## src/fvn_pkg.sv

```systemverilog
// ----------------------------------------------------------------------------
// fvn_pkg
// Types, constants and arithmetic helpers for the 3D fractal value noise.
// ----------------------------------------------------------------------------
package fvn_pkg;

    localparam int OCTAVES    = 4;
    localparam int OCT_W      = 3;
    localparam int COORD_W    = 32;
    localparam int CRD_W      = 48;
    localparam int SUM_W      = 17;
    localparam int VAL_W      = 16;
    localparam int SIDE_DEPTH = 9;

    localparam logic [SUM_W-1:0] SUM_MAX = 17'h1ffff;

    localparam logic [31:0] HASH_MUL_A = 32'd57;
    localparam logic [31:0] HASH_MUL_B = 32'd113;
    localparam logic [31:0] HASH_SQ    = 32'd15731;
    localparam logic [31:0] HASH_LIN   = 32'd789221;
    localparam logic [31:0] HASH_OFS   = 32'd1376312589;
    localparam logic [17:0] EASE_THREE = 18'd196608;

    // corner offsets: x adds 1, y adds 57, z adds 113
    localparam logic [7:0][31:0] CORNER_OFF = {
        32'd171, 32'd58, 32'd114, 32'd1, 32'd170, 32'd57, 32'd113, 32'd0
    };

    typedef struct packed {
        logic [2:0][CRD_W-1:0] crd;
        logic [SUM_W-1:0]      sum;
    } t_side;

    function automatic logic [VAL_W-1:0] blend(
        input logic [VAL_W-1:0] a,
        input logic [VAL_W-1:0] b,
        input logic [VAL_W-1:0] t
    );
        logic [32:0] acc;
        acc = 33'(a) * 33'(17'h10000 - {1'b0, t}) + 33'(b) * 33'(t);
        return acc[31:16];
    endfunction

endpackage

```

## src/fvn_skid.sv

```systemverilog
// ----------------------------------------------------------------------------
// fvn_skid
// Two-entry output buffer; holds results while the sink stalls.
// ----------------------------------------------------------------------------
module fvn_skid (
    input  logic                        i_clk,
    input  logic                        i_rst_n,
    input  logic                        i_vld,
    input  logic [fvn_pkg::SUM_W-1:0]   i_data,
    output logic                        o_en,
    output logic                        o_vld,
    input  logic                        i_ready,
    output logic [fvn_pkg::SUM_W-1:0]   o_data
);
    import fvn_pkg::*;

    logic [SUM_W-1:0] r_buf [2];
    logic [1:0]       r_cnt;
    logic             r_rd;
    logic             r_wr;
    logic             n_push;
    logic             n_pop;

    assign o_en   = (r_cnt != 2'd2) || i_ready;
    assign n_push = i_vld && o_en;
    assign n_pop  = (r_cnt != 2'd0) && i_ready;
    assign o_vld  = (r_cnt != 2'd0);
    assign o_data = r_buf[r_rd];

    always_ff @(posedge i_clk) begin
        if (!i_rst_n) begin
            r_cnt <= '0;
            r_rd  <= 1'b0;
            r_wr  <= 1'b0;
        end else begin
            r_cnt <= r_cnt + 2'(n_push) - 2'(n_pop);
            if (n_push) r_wr <= ~r_wr;
            if (n_pop)  r_rd <= ~r_rd;
        end
    end

    always_ff @(posedge i_clk) begin
        if (n_push) begin
            r_buf[r_wr] <= i_data;
        end
    end

endmodule

```

## config.mk

```make
export PLATFORM = sky130hd
export DESIGN_NAME = fvn_skid
export DESIGN_NICKNAME = d
export VERILOG_FILES = /design/src/fvn_pkg.sv /design/src/fvn_skid.sv
export SDC_FILE = /design/constraint.sdc
export NUM_CORES = 1
export LEC_CHECK = 0
export BUFFER_PORTS_ARGS = -buffer_cell sky130_fd_sc_hd__clkbuf_2
export CELL_PAD_IN_SITES_DETAIL_PLACEMENT = 2
export CELL_PAD_IN_SITES_GLOBAL_PLACEMENT = 2
export CORE_MARGIN = 5
export CORE_UTILIZATION = 39
export DETAILED_ROUTE_END_ITERATION = 16
export PLACE_DENSITY = 0.89
export SYNTH_ARGS = -nofsm -noshare
export SYNTH_HDL_FRONTEND = slang
export SYNTH_SLANG_ARGS = --single-unit
```

## constraint.sdc

```tcl
create_clock -name i_clk -period 3.12 [get_ports i_clk]
set_input_delay 0.624 -clock i_clk [delete_from_list [all_inputs] [get_ports i_clk]]
set_output_delay 0.624 -clock i_clk [all_outputs]
set_load 0.02 [all_outputs]
```

==> impl_metrics.env <==
export IMPL_status="finished clean"
export IMPL_min_delay_start="i_data[5]"
export IMPL_path_max_fanout=17
export IMPL_overflow=0
export IMPL_min_path_cells=1
export IMPL_cts_resized=0
export IMPL_syn_nets=100
export IMPL_fin_area_um2=1860
export IMPL_holdWs_ns=0.526
export IMPL_cts_setup_buffers=0
export IMPL_drc=0
export IMPL_synth_top_cell_by_area="edfxtp_1"
export IMPL_whs_endpoint="r_buf[0][5]$_DFFE_PP_"
export IMPL_hold_buffers=0
export IMPL_htreeDepth=2
export IMPL_clk_pin_slew_worst_paths_ns=0.08
export IMPL_yosys_top_cells_count="edfxtp_1, mux2_1, dfxtp_1, xnor2_1"
export IMPL_numCtsBuffers=5
export IMPL_endpoint_kind="output port"
export IMPL_cts_sinks=39
export IMPL_p_int_mw=1.11
export IMPL_grt_pass1_wl_um=5010
export IMPL_combPwrFrac_pct=23.1
export IMPL_synth_area_leaders="edfxtp_1, mux2_1, dfxtp_1, xnor2_1, ha_1"
export IMPL_portBuffers=39
export IMPL_synth_most_common_cell="edfxtp_1"
export IMPL_cp_num_buf_inv=1
export IMPL_vias=809
export IMPL_fin_crit_ns=2.34
export IMPL_first_global_vias=940
export IMPL_clkPwrFrac_pct=31.9
export IMPL_worst_endpoint_required_ns=2.50
export IMPL_cts_root_buf="clkbuf_8"
export IMPL_drt_initial_drc_count=41
export IMPL_grt_usage_pct=13.3
export IMPL_ys_async_sr_fraction_pct=0
export IMPL_place_gp_congestion=0.692
export IMPL_relSlewSlack_pct=45.1
export IMPL_grt_max_degree=18
export IMPL_cts_buffer_depth=2
export IMPL_startpoint_type="flip-flop"
export IMPL_clock_skew_ns=0.00878
export IMPL_syn_instance_count=77
export IMPL_synth_top_area_share_pct=69.3
export IMPL_period_share_pct=74.9
export IMPL_switching_power_mw=0.437
export IMPL_initial_core_util_pct=40.2
export IMPL_rows=22
export IMPL_fillCellCount=341
export IMPL_irDropWorstVdd_mv=0.419
export IMPL_area_growth_pct=26.3
export IMPL_hold_path_class="input port to flip-flop"
export IMPL_die_y_um=71.5
export IMPL_tightest_slew_ns=0.823
export IMPL_ios=40
export IMPL_crit_type="flip-flop to output port"
export IMPL_worstPathArrival_ns=1.71
export IMPL_wl_per_cell_um=18.5
export IMPL_critical_path_cell_chain="mux2_1 -> clkbuf_2"
export IMPL_core_um2=3660
export IMPL_synth_cell_type_count=19
export IMPL_leakage_nw=0.727
export IMPL_synth_seq_cells=39
export IMPL_final_nets=145
export IMPL_reg2reg_slack_ns=1.29
export IMPL_die_w_um=71.5
export IMPL_maxCapViolCount=0
export IMPL_reg2reg_to="r_cnt[1]$_SDFF_PN0_"
export IMPL_tns_ns=0
export IMPL_firstDrtPassIters=4
export IMPL_antenna_found_initial=0
export IMPL_yosys_warnings=0
export IMPL_antennaDiodeCount=0
export IMPL_pwr_density_cell_nw_per_um2=830
export IMPL_setup_viol=0
export IMPL_ant_nets=0
export IMPL_yosys_most_used_dff="edfxtp_1"
export IMPL_synth_edf_count=34
export IMPL_drive_gt1_share_pct=41.5
export IMPL_clock_latency_ns=0.28
export IMPL_cp_top_family="flip-flops"
export IMPL_utilization_pct=50.8
export IMPL_rsz0062_at_grt="no"
export IMPL_syn_area_um2=1470
export IMPL_routed_wl_um=3160
export IMPL_switching_share_pct=28.3
export IMPL_cts_tree="yes"
export IMPL_dieArea_um2=5110
export IMPL_pwr_share_seq_pct=45.0
export IMPL_avgSynthCellArea_um2=19.1
export IMPL_place_area_um2=1720
export IMPL_via_per_inst=4.73
export IMPL_power_mw=1.54
export IMPL_worstReg2RegStart="r_cnt[1]$_SDFF_PN0_"
export IMPL_slowest_stage="dfxtp_1"
export IMPL_finalHoldViolCount=0
export IMPL_synth_seq_area_share_pct=76.1
export IMPL_drv_slew=0
export IMPL_r2r_cells=8
export IMPL_fmax_ghz=0.428
export IMPL_slowest_delay_ns=0.84
## flip-flops by register name, indices dropped and copies added, names as in the netlist, named ones only
register and cells:
r_buf 34, r_cnt 2, r_rd 1, r_wr 1
## power groups by stage
stage               sequential (mW)  combinational [mW]  clock, mW
floorplan                     0.667               0.269          0
global placement              0.699               0.340          0
detailed placement            0.707               0.361          0
CTS                           0.698               0.367      0.504
global route                  0.704               0.389      0.530
finish                        0.695               0.357      0.492
## cells in the final DEF (no fill, tap or decap), types with 2 or more instances in the layout
| master | count |
|---|---|
| nor2b_1 | 2 |
| edfxtp_1 | 34 |
| xnor2_1 | 3 |
| clkbuf_8 | 5 |
| ha_1 | 2 |
| clkbuf_2 | 39 |
| bufinv_16 | 2 |
| dfxtp_1 | 5 |
| and2_1 | 2 |
| mux2_1 | 17 |
## layer usage
layer  part of all wire (%)  wire length [um]  global-route usage [%]
met5                      0                 0                       0
met4                   0.73                23                    5.01
met1                     41              1310                    14.9
met3                    6.9               219                    4.49
met2                     51              1610                    23.2
## how the worst max path moves through the flow
stage | from | endpoint | slack, ns | cells after the start
after floorplan | i_ready | r_cnt[1]$_SDFF_PN0_ | 1.13 | 8
after global placement | i_ready | r_cnt[1]$_SDFF_PN0_ | 1.07 | 9
after detailed placement | i_ready | r_cnt[1]$_SDFF_PN0_ | 0.96 | 9
after CTS | flip-flop | o_data[4] | 0.72 | 2
after global routing | flip-flop | o_data[4] | 0.67 | 2
final | flip-flop | o_data[4] | 0.78 | 2
## worst reg2reg max path: cells and delay by family (launching register included)
| family | cells | cell delay [ns] |
|---|---|---|
| AND/OR/NAND/NOR | 3 | 0.69 |
| buffers and inverters | 1 | 0.06 |
| adder cells (fa/ha/maj) | 2 | 0.37 |
| XOR/XNOR | 2 | 0.22 |
| flip-flops | 1 | 0.39 |
## metrics by stage
step	setup slack, ns	instances
3_3_place_gp	1.07	163
2_1_floorplan	1.13	77
6_report	0.784	171
4_1_cts	0.724	171
3_5_place_dp	0.956	163
5_1_grt	0.670	171
## area by class of cell
type / count / area [um^2] / share of cell area (%)
inverters: 1 / 3.75 / 0.202
repair buffers: 40 / 203 / 10.9
clock buffers: 5 / 68.8 / 3.70
multi-input cells: 35 / 335 / 18.0
well taps: 48 / 60.1 / 3.23
clock inverters: 3 / 67.6 / 3.63
flip-flops and latches: 39 / 1120 / 60.3
## cells by family after synthesis
| group | synth area share, % |
|---|---|
| flip-flops | 76.1 |
| multiplexers | 13.7 |
| AND/OR/NAND/NOR | 5.01 |
| XOR/XNOR | 1.78 |
| buffers and inverters | 1.10 |
| adder cells (fa/ha/maj) | 1.70 |
| AO/OA/AOI/OAI | 0.595 |
Note: power is estimated with default switching activity, not from simulation.
